[src/sv/spa_pkg.sv]
// Shared types, widths and constants for the spectrum power dB averager.
// No dependencies; compiled first.
package spa_pkg;

    // bin and power widths
    localparam int BIN_W   = 24;
    localparam int SQ_W    = 2 * BIN_W - 1;   // square of a signed 24-bit value
    localparam int POWER_W = SQ_W + 1;        // sum of two squares
    localparam int MSB_W   = $clog2(POWER_W);
    localparam int FRAC_W  = 5;

    // dB arithmetic, signed Q8.8
    localparam int LEVEL_W  = 17;
    localparam int RAW_W    = LEVEL_W + 1;
    localparam int WHOLE_W  = 16;
    localparam int SMOOTH_W = 16;
    localparam int WEIGHT_W = SMOOTH_W + 1;
    localparam int ACC_W    = 36;
    localparam int Q_SHIFT  = 16;
    localparam int AVG_W    = ACC_W - Q_SHIFT;

    localparam logic [31:0]                DB_PER_OCT = 32'd197284;  // 10*log10(2), Q16
    localparam logic signed [RAW_W-1:0]    FLOOR_DB   = -18'sd51200; // -200 dB
    localparam logic signed [LEVEL_W-1:0]  LEVEL_MIN  = -17'sd65536;
    localparam logic signed [LEVEL_W-1:0]  LEVEL_MAX  = 17'sd65535;
    localparam logic signed [ACC_W-1:0]    ROUND_HALF = 36'sd32768;
    localparam logic [WEIGHT_W-1:0]        Q16_ONE    = 17'h10000;

    // configuration port
    localparam int CFG_IDX_W  = 1;
    localparam int CFG_DATA_W = LEVEL_W;

    localparam logic [SMOOTH_W-1:0]       SMOOTH_RST = 16'd65470;
    localparam logic signed [LEVEL_W-1:0] OFFSET_RST = -17'sd30822;

    typedef enum logic [CFG_IDX_W-1:0] {
        REG_SMOOTH = 1'b0,
        REG_OFFSET = 1'b1
    } t_cfg_reg;

    typedef struct packed {
        logic [SMOOTH_W-1:0]       smooth;
        logic signed [LEVEL_W-1:0] offset;
    } t_cfg_regs;

    // round(256*10*log10(1+k/32))
    localparam logic [9:0] FRAC_DB [32] = '{
        10'd0,   10'd34,  10'd67,  10'd100, 10'd131, 10'd161, 10'd191, 10'd220,
        10'd248, 10'd276, 10'd302, 10'd328, 10'd354, 10'd379, 10'd403, 10'd427,
        10'd451, 10'd474, 10'd496, 10'd518, 10'd540, 10'd561, 10'd582, 10'd602,
        10'd622, 10'd642, 10'd661, 10'd680, 10'd699, 10'd717, 10'd735, 10'd753
    };

    // octave part of the log: (p*197284 + 128) >> 8
    function automatic logic [WHOLE_W-1:0] db_whole(input logic [MSB_W-1:0] p);
        logic [31:0] prod;
        prod = 32'(p) * DB_PER_OCT + 32'd128;
        return prod[WHOLE_W+7:8];
    endfunction

endpackage

[src/sv/spa_db_front.sv]
// Front end, four stages: FFT shift and squares, power sum, leading-one
// detect, log table and offset. Depends on spa_pkg.
module spa_db_front #(
    parameter int IDX_W = 10
) (
    input  logic                                 i_clk,
    input  logic                                 i_rst_n,
    input  logic                                 i_valid,
    input  logic [IDX_W-1:0]                     i_bin_index,
    input  logic signed [spa_pkg::BIN_W-1:0]     i_bin_real,
    input  logic signed [spa_pkg::BIN_W-1:0]     i_bin_imag,
    input  logic signed [spa_pkg::LEVEL_W-1:0]   i_db_offset,
    input  logic                                 i_load_next,
    output logic                                 o_load_a,
    output logic                                 o_valid,
    output logic [IDX_W-1:0]                     o_pos,
    output logic signed [spa_pkg::RAW_W-1:0]     o_raw
);
    import spa_pkg::*;

    localparam logic [IDX_W-1:0] HALF = {1'b1, {(IDX_W-1){1'b0}}};

    logic load_a, load_b, load_c, load_d;

    // stage A
    logic                      r_a_valid;
    logic [IDX_W-1:0]          r_a_pos;
    logic [SQ_W-1:0]           r_a_sq_re, r_a_sq_im;
    logic signed [2*BIN_W-1:0] n_sq_re, n_sq_im;
    // stage B
    logic                      r_b_valid;
    logic [IDX_W-1:0]          r_b_pos;
    logic [POWER_W-1:0]        r_b_power, n_power;
    // stage C
    logic                      r_c_valid;
    logic [IDX_W-1:0]          r_c_pos;
    logic [POWER_W-1:0]        r_c_power;
    logic [MSB_W-1:0]          r_c_msb, n_msb;
    logic                      r_c_zero, n_zero;
    // stage D
    logic                      r_d_valid;
    logic [IDX_W-1:0]          r_d_pos;
    logic signed [RAW_W-1:0]   r_d_raw, n_raw;
    logic [POWER_W+FRAC_W-1:0] n_shifted;
    logic [FRAC_W-1:0]         n_frac_k;

    // a stage loads when it is empty or its word moves on
    assign load_d = !r_d_valid || i_load_next;
    assign load_c = !r_c_valid || load_d;
    assign load_b = !r_b_valid || load_c;
    assign load_a = !r_a_valid || load_b;

    assign n_sq_re = i_bin_real * i_bin_real;
    assign n_sq_im = i_bin_imag * i_bin_imag;
    assign n_power = {1'b0, r_a_sq_re} + {1'b0, r_a_sq_im};

    always_comb begin
        n_msb = '0;
        for (int i = 1; i < POWER_W; i++) begin
            if (r_b_power[i]) begin
                n_msb = MSB_W'(i);
            end
        end
    end
    assign n_zero = (r_b_power == '0);

    // five bits just below the leading one, zero filled from below
    assign n_shifted = {r_c_power, {FRAC_W{1'b0}}} >> r_c_msb;
    assign n_frac_k  = n_shifted[FRAC_W-1:0];

    always_comb begin
        if (r_c_zero) begin
            n_raw = FLOOR_DB;
        end else begin
            n_raw = $signed(RAW_W'(db_whole(r_c_msb))) + $signed(RAW_W'(FRAC_DB[n_frac_k]))
                  + RAW_W'(i_db_offset);
        end
    end

    always_ff @(posedge i_clk) begin
        if (!i_rst_n) begin
            r_a_valid <= 1'b0;
            r_b_valid <= 1'b0;
            r_c_valid <= 1'b0;
            r_d_valid <= 1'b0;
        end else begin
            if (load_a) r_a_valid <= i_valid;
            if (load_b) r_b_valid <= r_a_valid;
            if (load_c) r_c_valid <= r_b_valid;
            if (load_d) r_d_valid <= r_c_valid;
        end
    end

    always_ff @(posedge i_clk) begin
        if (load_a) begin
            r_a_pos   <= i_bin_index ^ HALF;
            r_a_sq_re <= n_sq_re[SQ_W-1:0];
            r_a_sq_im <= n_sq_im[SQ_W-1:0];
        end
        if (load_b) begin
            r_b_pos   <= r_a_pos;
            r_b_power <= n_power;
        end
        if (load_c) begin
            r_c_pos   <= r_b_pos;
            r_c_power <= r_b_power;
            r_c_msb   <= n_msb;
            r_c_zero  <= n_zero;
        end
        if (load_d) begin
            r_d_pos <= r_c_pos;
            r_d_raw <= n_raw;
        end
    end

    assign o_load_a = load_a;
    assign o_valid  = r_d_valid;
    assign o_pos    = r_d_pos;
    assign o_raw    = r_d_raw;
endmodule

[config.mk]
export PLATFORM = sky130hd
export DESIGN_NAME = spa_db_front
export DESIGN_NICKNAME = d
export VERILOG_FILES = /design/src/sv/spa_pkg.sv /design/src/sv/spa_db_front.sv
export SDC_FILE = /design/constraint.sdc
export NUM_CORES = 2
export LEC_CHECK = 0
export ABC_AREA = 1
export BUFFER_PORTS_ARGS = -buffer_cell sky130_fd_sc_hd__buf_2
export CAP_MARGIN = 10
export CORE_MARGIN = 2
export CORE_UTILIZATION = 55
export CTS_CLUSTER_DIAMETER = 40
export DETAILED_ROUTE_END_ITERATION = 8
export PLACE_DENSITY = 0.71
export SLEW_MARGIN = 0
export SYNTH_ARGS = -nofsm -noshare
export SYNTH_HDL_FRONTEND = slang
export SYNTH_SLANG_ARGS = --single-unit
[constraint.sdc]
create_clock -name i_clk -period 10.5 [get_ports i_clk]
set_clock_uncertainty 0.2 [all_clocks]
set_input_delay 1.05 -clock i_clk [delete_from_list [all_inputs] [get_ports i_clk]]
set_output_delay 1.05 -clock i_clk [all_outputs]
set_load 0.02 [all_outputs]
==> impl_metrics.toml <==
[routing]
drc_errors = 0
vias = 34968
totalWireLength_microns = 109800
drt_iter0_drc = 2050
drtAntennaViolNets = 0
viasPerCell = 5.073
routedWlPerCell_microns = 15.93
drt-pass1-iter-count = 6

[critical_path]
rrSetupSlack_ns = 2.11
cpMaxStageDelayCell = "edfxtp_1"
arrival_ns = 8.58
cp_data_required_time_ns = 10.69
critical_path_class = "register to register"
cpMostUsedCell = "nand2_1"
worstSetupStartpointType = "register"
crit_path_end_kind = "register"
crit_fanout = 32
critPathMaxStageDelay_ns = 1.06

[sta]
slew_viol_final = 0
rsz0062_at_grt = "false"
tns_ns = 0
setup_viol = 0
timing.fmax_ghz = 0.1192
period_minus_slack_ns = 8.390
max_slew_margin = 0.2525
finalCritPeriodShare = 0.7990
tightest_slew_ns = 1.121
hold_viol_final = 0

[clock_network]
clockBufferDepth = 3
cts_tree = "done"
htree_num_levels = 2
cts_setup_buffers = 0
clkSinkCount = 257
holdBufCountCts = 0
clk_pin_slew_worst_paths_ns = 0.06
cts_buffers = 35
clock_latency_ns = 0.54
ctsResizeCount = 0
root_buffer = "clkbuf_16"

[synthesis]
synth.distinct_cells = 68
synth_area_per_cell_sq_um = 9.228
ys_ff_latch = 257
synth_flop_cell = "edfxtp_1"
synth_top_family_by_area = "adder cells"
seq_area_frac_synth = 0.1486
synthCells = 5598
synth_fa_ha_area_frac = 0.5235
synth_compound_area_frac = 0.05748
synth_warnings = 0
synth_area_sq_um = 51660
synth_fp_nets = 7176
muxShareOfSynthArea = 0.0005813
async_flop_share = 0
synth-edff-count = 253
synth_xor_area_frac = 0.03660
yosys.area_share.simple = 0.09792

[floorplan]
fp.dieH_microns = 310.5
rows = 112
die_w_microns = 310.5
initial_core_util = 0.5543
die-area_sq_um = 96390
io_pins = 109
core_sq_um = 93190

[placement]
routabilityCongestion = 0.9013
hpwl_microns = 90880
portBuffers = 108

[global_routing]
track_usage = 0.2427
grt_first_pass_wirelength_microns = 185800
grt_max_degree = 68
antenna_found_initial = 1
grt_pass1_vias = 38005
overflow = 0

[cells_and_area]
fin_nets = 7190
diodes = 0
layout_common_cells = "1708 x inv_1, 1104 x fa_1, 966 x nand2_1"
layout_commonest_cell = "inv_1"
layout-drive-gt1-share = 0.04894
n_fill_cell = 8033
area_delta_synth_final_pct = 5.525

[status]
status = "complete, no violations"

[flow_run]
cap_violations = 0

[worst_hold_path]
worstHoldPathType = "register to register"
==> through the flow <==
stage	setup slack (ns)	hold WS, ns	utilization	instance area, sq um	cells
after floorplan	2.775	0.2003	-	51660	5598
after global placement	1.997	0.2011	0.5721	53320	6829
after detailed placement	1.932	0.2045	0.5721	53320	6829
after CTS	2.241	0.2191	0.5850	54510	6893
after global routing	1.188	0.2227	0.5850	54510	6893
final	2.110	0.2179	0.5850	54510	6893
==> sequential cells by signal (all words and copies together), names as in the netlist <==
register and flops:
r_a_pos 10, r_b_valid 1, r_c_power 48, r_c_msb 6
o_pos 10, r_a_sq_re 46, r_b_power 48, r_a_sq_im 46
r_b_pos 10, r_c_pos 10, o_raw 18, r_c_valid 1
r_c_zero 1, o_valid 1, r_a_valid 1
==> path summary, 6_finish.rpt <==
check | from | endpoint | cells after the start
worst max-delay path | r_c_msb[0] | o_raw[17] | 41
worst min-delay path | r_b_pos[1] | r_c_pos[1] | 0
worst max register to register | r_c_msb[0] | o_raw[17] | 41
worst min register to register | r_b_pos[1] | r_c_pos[1] | 0
==> layout make-up <==
type / instances / area [sq um] / area share
timing repair buffer: 117 / 608.1 / 0.01115
clock inverter: 24 / 290.3 / 0.005325
sequential: 257 / 7677 / 0.1408
multi-input combinational: 3479 / 37000 / 0.6787
clock buffer: 40 / 904.6 / 0.01659
tap: 1254 / 1569 / 0.02878
inverter: 1722 / 6464 / 0.1186
==> cells in the mapped netlist (7+ instances only) <==
cell type	count	area [sq um]
inv_1	1710	6419
o221ai_1	9	78.83
nand2_2	8	50.05
o21a_1	11	82.58
o31ai_1	10	75.07
a31oi_1	15	93.84
edfxtp_1	253	7597
nand2_1	967	3630
or2_2	23	143.9
a21oi_1	196	980.9
nor3_1	10	50.05
a21oi_2	20	175.2
ha_1	395	4942
xnor2_1	86	753.2
buf_1	8	30.03
o211ai_1	17	127.6
nor2_1	159	596.8
clkbuf_1	132	495.5
o21bai_1	8	60.06
nand3_1	68	340.3
o21ai_0	141	705.7
fa_1	1104	22100
o21ai_2	12	105.1
a21o_1	7	52.55
xor2_1	128	1121
inv_2	9	33.78
nand4_1	11	68.82
==> metal layers <==
layer	wire length [microns]	share of wire	up-vias	GRT usage
li1	-	-	16446	-
met1	44320	0.40	17365	0.3133
met2	55980	0.51	918	0.4297
met3	5945	0.054	239	0.02867
met4	3572	0.033	0	0.07336
met5	0	0	-	0
==> critical path, delay by kind of cell, from the launching register on <==
kind	cells	cell delay, ns
AOI/OAI and AO/OA	15	2.47
buffers and inverters	6	1.31
adders and majority gates	3	1.12
DFF	1	1.06
xor gates and xnor gates	1	0.14
and+or+nand+nor	16	1.91
==> cell families (layout without fill, tap and decap cells) <==
family / count (synthesis) / in the layout
buf+inv: 1862 / 1903
fa+ha+maj: 1499 / 1499
simple gates: 1268 / 1268
compound gates: 494 / 494
flops: 257 / 257
xor+xnor: 215 / 215
mux: 3 / 3
Power is not shown: default switching activity piles up to over one toggle a cycle in this logic, so the estimate is an artifact.
