### config.mk
export PLATFORM = sky130hd
export DESIGN_NAME = spa_cfg_regs_flat
export DESIGN_NICKNAME = d
export VERILOG_FILES = /design/src/sv/spa_pkg.sv /design/src/sv/spa_if.sv /design/src/sv/spa_cfg_regs.sv /design/src/flat_wrapper.sv
export SDC_FILE = /design/constraint.sdc
export NUM_CORES = 1
export LEC_CHECK = 0
export BUFFER_PORTS_ARGS = -buffer_cell sky130_fd_sc_hd__buf_2
export CORE_ASPECT_RATIO = 0.5
export CORE_UTILIZATION = 40
export CTS_CLUSTER_SIZE = 16
export DETAILED_ROUTE_END_ITERATION = 12
export GPL_ROUTABILITY_DRIVEN = 0
export MAX_ROUTING_LAYER = met4
export PLACE_DENSITY = 0.69
export SLEW_MARGIN = 20
export SYNTH_ARGS = -nofsm -noshare
export SYNTH_HDL_FRONTEND = slang
export SYNTH_SLANG_ARGS = --single-unit
### constraint.sdc
create_clock -name i_clk -period 2 [get_ports i_clk]
set_clock_uncertainty 0.05 [all_clocks]
set_input_delay 0.1 -clock i_clk [delete_from_list [all_inputs] [get_ports i_clk]]
set_output_delay 0.1 -clock i_clk [all_outputs]
set_load 0.02 [all_outputs]
### src/sv/spa_pkg.sv
// Shared types, widths and constants for the spectrum power dB averager.
// No dependencies; compiled first.
package spa_pkg;

    // bin and power widths
    localparam int BIN_W   = 24;
    localparam int SQ_W    = 2 * BIN_W - 1;   // square of a signed 24-bit value
    localparam int POWER_W = SQ_W + 1;        // sum of two squares
    localparam int MSB_W   = $clog2(POWER_W);
    localparam int FRAC_W  = 5;

    // dB arithmetic, signed Q8.8
    localparam int LEVEL_W  = 17;
    localparam int RAW_W    = LEVEL_W + 1;
    localparam int WHOLE_W  = 16;
    localparam int SMOOTH_W = 16;
    localparam int WEIGHT_W = SMOOTH_W + 1;
    localparam int ACC_W    = 36;
    localparam int Q_SHIFT  = 16;
    localparam int AVG_W    = ACC_W - Q_SHIFT;

    localparam logic [31:0]                DB_PER_OCT = 32'd197284;  // 10*log10(2), Q16
    localparam logic signed [RAW_W-1:0]    FLOOR_DB   = -18'sd51200; // -200 dB
    localparam logic signed [LEVEL_W-1:0]  LEVEL_MIN  = -17'sd65536;
    localparam logic signed [LEVEL_W-1:0]  LEVEL_MAX  = 17'sd65535;
    localparam logic signed [ACC_W-1:0]    ROUND_HALF = 36'sd32768;
    localparam logic [WEIGHT_W-1:0]        Q16_ONE    = 17'h10000;

    // configuration port
    localparam int CFG_IDX_W  = 1;
    localparam int CFG_DATA_W = LEVEL_W;

    localparam logic [SMOOTH_W-1:0]       SMOOTH_RST = 16'd65470;
    localparam logic signed [LEVEL_W-1:0] OFFSET_RST = -17'sd30822;

    typedef enum logic [CFG_IDX_W-1:0] {
        REG_SMOOTH = 1'b0,
        REG_OFFSET = 1'b1
    } t_cfg_reg;

    typedef struct packed {
        logic [SMOOTH_W-1:0]       smooth;
        logic signed [LEVEL_W-1:0] offset;
    } t_cfg_regs;

    // round(256*10*log10(1+k/32))
    localparam logic [9:0] FRAC_DB [32] = '{
        10'd0,   10'd34,  10'd67,  10'd100, 10'd131, 10'd161, 10'd191, 10'd220,
        10'd248, 10'd276, 10'd302, 10'd328, 10'd354, 10'd379, 10'd403, 10'd427,
        10'd451, 10'd474, 10'd496, 10'd518, 10'd540, 10'd561, 10'd582, 10'd602,
        10'd622, 10'd642, 10'd661, 10'd680, 10'd699, 10'd717, 10'd735, 10'd753
    };

    // octave part of the log: (p*197284 + 128) >> 8
    function automatic logic [WHOLE_W-1:0] db_whole(input logic [MSB_W-1:0] p);
        logic [31:0] prod;
        prod = 32'(p) * DB_PER_OCT + 32'd128;
        return prod[WHOLE_W+7:8];
    endfunction

endpackage

### src/sv/spa_if.sv


interface spa_cfg_if;
    import spa_pkg::*;
    logic                  valid;
    logic                  ready;
    logic [CFG_IDX_W-1:0]  index;
    logic [CFG_DATA_W-1:0] data;
    modport source (output valid, index, data, input ready);
    modport sink   (input valid, index, data, output ready);
endinterface

### src/sv/spa_cfg_regs.sv
// Configuration registers: smoothing weight and dB offset.
// Depends on spa_pkg and spa_cfg_if.
module spa_cfg_regs (
    input  logic               i_clk,
    input  logic               i_rst_n,
    spa_cfg_if.sink            i_cfg,
    output spa_pkg::t_cfg_regs o_regs
);
    import spa_pkg::*;

    t_cfg_regs r_regs;

    assign i_cfg.ready = 1'b1;

    always_ff @(posedge i_clk) begin
        if (!i_rst_n) begin
            r_regs.smooth <= SMOOTH_RST;
            r_regs.offset <= OFFSET_RST;
        end else if (i_cfg.valid) begin
            case (t_cfg_reg'(i_cfg.index))
                REG_SMOOTH: r_regs.smooth <= i_cfg.data[SMOOTH_W-1:0];
                REG_OFFSET: r_regs.offset <= $signed(i_cfg.data[LEVEL_W-1:0]);
                default: ;
            endcase
        end
    end

    assign o_regs = r_regs;
endmodule

### src/flat_wrapper.sv
// flat-port wrapper written by rule: the top's interface ports become plain ports
module spa_cfg_regs_flat import spa_pkg::*;
  (i_clk, i_rst_n, o_regs, i_cfg_valid, i_cfg_index, i_cfg_data, i_cfg_ready);
  spa_cfg_if i_cfg_i ();
  input  logic i_clk;
  input  logic i_rst_n;
  output spa_pkg::t_cfg_regs o_regs;
  input wire logic [$bits(i_cfg_i.valid)-1:0] i_cfg_valid;
  input wire logic [$bits(i_cfg_i.index)-1:0] i_cfg_index;
  input wire logic [$bits(i_cfg_i.data)-1:0] i_cfg_data;
  output wire logic [$bits(i_cfg_i.ready)-1:0] i_cfg_ready;
  assign i_cfg_i.valid = i_cfg_valid;
  assign i_cfg_i.index = i_cfg_index;
  assign i_cfg_i.data = i_cfg_data;
  assign i_cfg_ready = i_cfg_i.ready;
  spa_cfg_regs u_core (.i_clk(i_clk), .i_rst_n(i_rst_n), .i_cfg(i_cfg_i), .o_regs(o_regs));
endmodule
==> reports/metrics.cfg, run 1 <==
[status]
status=finished, final reports clean

[synth]
netlist_area_um2=1425
syn_inst=150
synth_seq_area_share_pct=46.36
avgSynthCellArea_um2=9.501
ys_ff_latch=33
yosysWarnings=0
syn_nets=171
ys_types=21

[detailed_routing]
drc=0
route.antenna.remaining_nets=0
num_vias=1169
wl_per_cell_um=11.96
wl_um=2954
drt_iter0_drc=55
routed_via_density=4.733
first_pass_iters=4

[global_route]
grt_start_max_net_pins=33
grt.overflow.total=0
grtUsageMet2_pct=26.67
grt_use_met3_pct=6.530
grt_pass1_wl_um=4961
antenna_found_initial=0
grt_usage_pct=18.10
grt_pass1_vias=1081
globalRoute.busiestLayer=met2
use_met1_pct=22.86

[pwr]
p_per_area_nw_per_um2=797.9
p_seq_share_pct=50.9
switching_share_pct=26.85
power.total_mw=1.401
ir_drop_v=0.0003294
clockPowerShare_pct=33.4
intPower_mw=1.025
power_frac_comb_pct=15.7
p_leak_nw=0.8937
p_sw_mw=0.3761

[floorplan]
start_util_pct=44.70
die_w_um=86.42
fp-row-count=14
dieHeight_um=44.21
core_um2=3188
pin_count=55
dieArea_um2=3820

[clock_tree]
cts_tree=built
cts_made_buffers=5
cts-resized-gates=0
clockBufferDepth=2
cts.sinks=33
htree_levels=2
root_buffer=clkbuf_8
path_clk_slew_ns=0.06
clock_latency_ns=0.28
post_cts_buffers=0
postCtsHoldBufs=0

[placement]
io_buffers=53
dpl.hpwl_um=2142

[final_layout]
drive_above_1_share_pct=36.18
largest_reg_flops=33
fin_nets=219
fillers=313
layout_common_cells=buf_2 (53), dfxtp_1 (33), inv_1 (23)
final_common_cell=buf_2
areaGrowthSynthToFinish_pct=23.18
antenna_cells=0

[critical_path]
crit_type=in2reg
crit_required_ns=2.16
crit_fanout=32
crit_arrival_ns=1.15
rr_worst_depth=2
critPathLaunchType=input port
end_kind=register

[sta]
slew_headroom_pct=65.20
hold_viol=0
post-route-min-period_ns=0.9904
min_period_over_period_pct=49.52
clock.fmax_mhz=1010
rsz0062_at_grt=no
slew_viol_final=0
tightest_slew_ns=0.5210
holdWs_ns=0.02295
setup_viol=0
setup-tns-final_ns=0

[flow_run]
cap_violations=0

[min_path]
min_path_type=in2reg
hold_depth=3

[power groups by stage]
stage                     sequential [mW]  combinational [mW]  clock (mW)
after CTS                           0.713               0.222       0.485
final                               0.713               0.220       0.468
after detailed placement            0.728               0.221           0
after global placement              0.727               0.219           0
after floorplan                     0.775               0.106           0
after global routing                0.718               0.242       0.512
[cells in the mapped netlist]
cell type | count | share of area, %
a31oi_1 | 7 | 3.1
and2_1 | 1 | 0.44
and4bb_1 | 7 | 6.1
buf_2 | 6 | 2.1
buf_4 | 6 | 3.2
buf_6 | 2 | 1.6
clkbuf_1 | 2 | 0.53
conb_1 | 1 | 0.26
dfxtp_1 | 33 | 46
inv_1 | 23 | 6.1
mux2i_1 | 4 | 2.8
nand2_1 | 12 | 3.2
nand2b_1 | 1 | 0.44
nand3_1 | 9 | 3.2
nand3b_1 | 7 | 3.7
nand4_1 | 6 | 2.6
nor2b_1 | 1 | 0.44
o211ai_1 | 7 | 3.7
o211ai_2 | 9 | 7.9
o21ai_0 | 5 | 1.8
o21ai_2 | 1 | 0.61
[worst max-delay path, stage by stage]
cell and delay [ns]:
buf_2 0.36, and2_1 0.23, buf_4 0.26, mux2i_1 0.20
[per-stage QoR]
step	setup slack (ns)	util, %	cells	instance area, um2
after floorplan	1.249	-	150	1425
after global placement	0.7451	52.55	239	1675
after detailed placement	0.7115	52.55	239	1675
after CTS	1.021	55.06	247	1755
after global routing	0.9057	55.06	247	1755
final	1.010	55.06	247	1755
[routing by layer]
metal / routed length, um / vias up / share of wire (%)
met5: 0 / - / 0
met4: 31 / 0 / 1.0
met3: 193 / 4 / 6.5
met2: 1266 / 31 / 43
met1: 1462 / 525 / 49
li1: - / 609 / -
[path summary, 6_finish.rpt]
path                                  start  slack, ns                              to
max                             i_cfg_index       1.01   u_core.o_regs[0]$_SDFFE_PN0P_
min                          i_cfg_data[13]       0.02  u_core.o_regs[13]$_SDFFE_PN0P_
max reg2reg  u_core.o_regs[32]$_SDFFE_PN1P_       1.34  u_core.o_regs[32]$_SDFFE_PN1P_
min reg2reg  u_core.o_regs[20]$_SDFFE_PN1P_       0.40  u_core.o_regs[20]$_SDFFE_PN1P_
[logic make-up (layout without fill, tap and decap cells)]
logic type      Yosys count  count (layout)  synth area share [%]
buf+inv                  39              88                 13.43
flops                    33              33                 46.36
simple gates             44              44                 20.11
compound gates           29              29                 17.03
mux                       4               4                 2.810
other cells               1               1                0.2631
[area by class of cell]
| type | instances | area, um2 | share of cell area, % |
|---|---|---|---|
| Timing Repair Buffer | 57 | 295.3 | 16.82 |
| Multi-Input combinational cell | 78 | 573.1 | 32.64 |
| Sequential cell | 33 | 660.6 | 37.63 |
| Inverter | 23 | 86.33 | 4.918 |
| Clock buffer | 8 | 80.08 | 4.562 |
| Tap cell | 48 | 60.06 | 3.421 |
No activity file was read; power rests on OpenSTA's default activity.
==> run 2, diff against run 1 <==
==> constraint.sdc (replaced) <==
create_clock -name i_clk -period 1 [get_ports i_clk]
set_clock_uncertainty 0.05 [all_clocks]
set_input_delay 0.05 -clock i_clk [delete_from_list [all_inputs] [get_ports i_clk]]
set_output_delay 0.05 -clock i_clk [all_outputs]
set_load 0.02 [all_outputs]
==> run 2 against run 1 <==
Hold slack improved by 0.0077 ns; final area increased by 12%; sequential cell count unchanged; routed wire length increased by 12%; worst setup slack got worse by 0.92 ns; global-route usage increased by 0.90 points; combinational power increased by 130%; via count increased by 7.4%; non-clock buffer count increased by 21; final cell count increased by 8.5%; critical path depth unchanged.
==> reports/metrics.cfg, run 2 (synthesis gave the netlist of run 1 again) <==
[final_layout]
layout_common_cells=buf_2 (53), dfxtp_1 (33), inv_1 (23)
fin_nets=240
design_area_um2=1966
drive_above_1_share_pct=35.00
final_common_cell=buf_2
largest_reg_flops=33
fin_cells=268
finish.utilization_pct=61.66
areaGrowthSynthToFinish_pct=37.93
antenna_cells=0

[sta]
setup-tns-final_ns=0
hold_viol=0
setup_viol=0
post-route-min-period_ns=0.9088
holdWs_ns=0.03068
clock.fmax_mhz=1100
slew_viol_final=0
min_period_over_period_pct=90.88
rsz0062_at_grt=no
setup_ws_ns=0.09118

[placement]
dpl.cell_count=244
pre_cts_slack_ns=0.07519
dpl.hpwl_um=2193
placed_area_um2=1725
io_buffers=53

[detailed_routing]
drc=0
drt_iter0_drc=35
top_layer=met4
first_pass_iters=4
wl_per_cell_um=12.38
met2WireLength_um=1560
routed_via_density=4.683
wl_met1_um=1567
route.antenna.remaining_nets=0
wl_um=3319
route.met3.wl_um=167
num_vias=1255

[clock_tree]
cts-resized-gates=0
postCtsHoldBufs=16
cts_made_buffers=5
clock_latency_ns=0.28
htree_levels=2
root_buffer=clkbuf_8
cts.sinks=33
path_clk_slew_ns=0.07
clockBufferDepth=2
post_cts_buffers=0
cts_tree=built

[critical_path]
cp-startpoint=i_cfg_data[4]
crit_type=in2reg
crit_required_ns=1.10
path_buf_inv=2
rrSetupSlack_ns=0.34
critPathLaunchType=input port
slowest_delay_ns=0.55
rr_worst_depth=2
end_kind=register
slowest_stage=dlygate4sd3_1
crit_chain=dlygate4sd3_1 -> buf_2 -> and4bb_1 -> a31oi_1
crit_fanout=2
crit_family=buffers and inverters
regToRegStartpoint=u_core.o_regs[22]$_SDFFE_PN1P_
timing.rr.end=u_core.o_regs[22]$_SDFFE_PN1P_
crit_arrival_ns=1.01

[floorplan]
fp-row-count=14
dieHeight_um=44.21
start_util_pct=44.70
core_um2=3188
dieArea_um2=3820
die_w_um=86.42
pin_count=55

[global_route]
antenna_found_initial=0
grt_pass1_wl_um=5223
grt_pass1_vias=1117
grt_start_max_net_pins=33
grt_usage_pct=19.00
grt.overflow.total=0

[pwr]
ir_drop_v=0.0007286
p_leak_nw=0.9898
p_per_area_nw_per_um2=1462
power.total_mw=2.873

[flow_run]
cap_violations=0

[status]
status=finished, final reports clean

[min_path]
hold_depth=3
hp-start=i_cfg_data[0]
whs_endpoint=u_core.o_regs[0]$_SDFFE_PN0P_
min_path_type=in2reg

-- run 2: changes by cell type in the layout (fill, tap and decap cells not counted) --
cell	before	now
buf_4	4	8
dlygate4sd3_1	0	16
buf_12	0	1
-- run 2: how the worst max path moves through the flow --
stage	cells past startpoint	end	slack, ns
after floorplan	2	u_core.o_regs[10]$_SDFFE_PN1P_	0.25
after global placement	3	u_core.o_regs[17]$_SDFFE_PN0P_	0.16
after detailed placement	3	u_core.o_regs[17]$_SDFFE_PN0P_	0.08
after CTS	1	o_regs[17]	0.1
after global routing	1	o_regs[24]	0.07
final	4	u_core.o_regs[21]$_SDFFE_PN1P_	0.09
-- run 2: report_power, final --
part	internal [mW]	leakage, nW	switching (mW)
sequential	1.39	0.272	0.0358
combinational	0.223	0.678	0.291
clock	0.494	0.0395	0.438
total	2.11	0.990	0.765
-- run 2: cell type report --
type / count / area [um2]
clock buffer: 8 / 80.08
fill: 301 / 1222
inverter: 23 / 86.33
multi-input combinational: 78 / 573.1
sequential: 33 / 660.6
tap: 48 / 60.06
timing repair buffer: 78 / 505.5
-- run 2: worst min-delay path: stages --
cell and delay, ns:
buf_2 0.10, nand2_1 0.09, mux2i_1 0.08
-- run 2: metal layers --
metal | vias to the layer above | GRT usage (%)
met5 | - | -
met4 | 0 | 6.333
met3 | 2 | 5.784
met2 | 39 | 29.68
met1 | 563 | 23.77
li1 | 651 | -
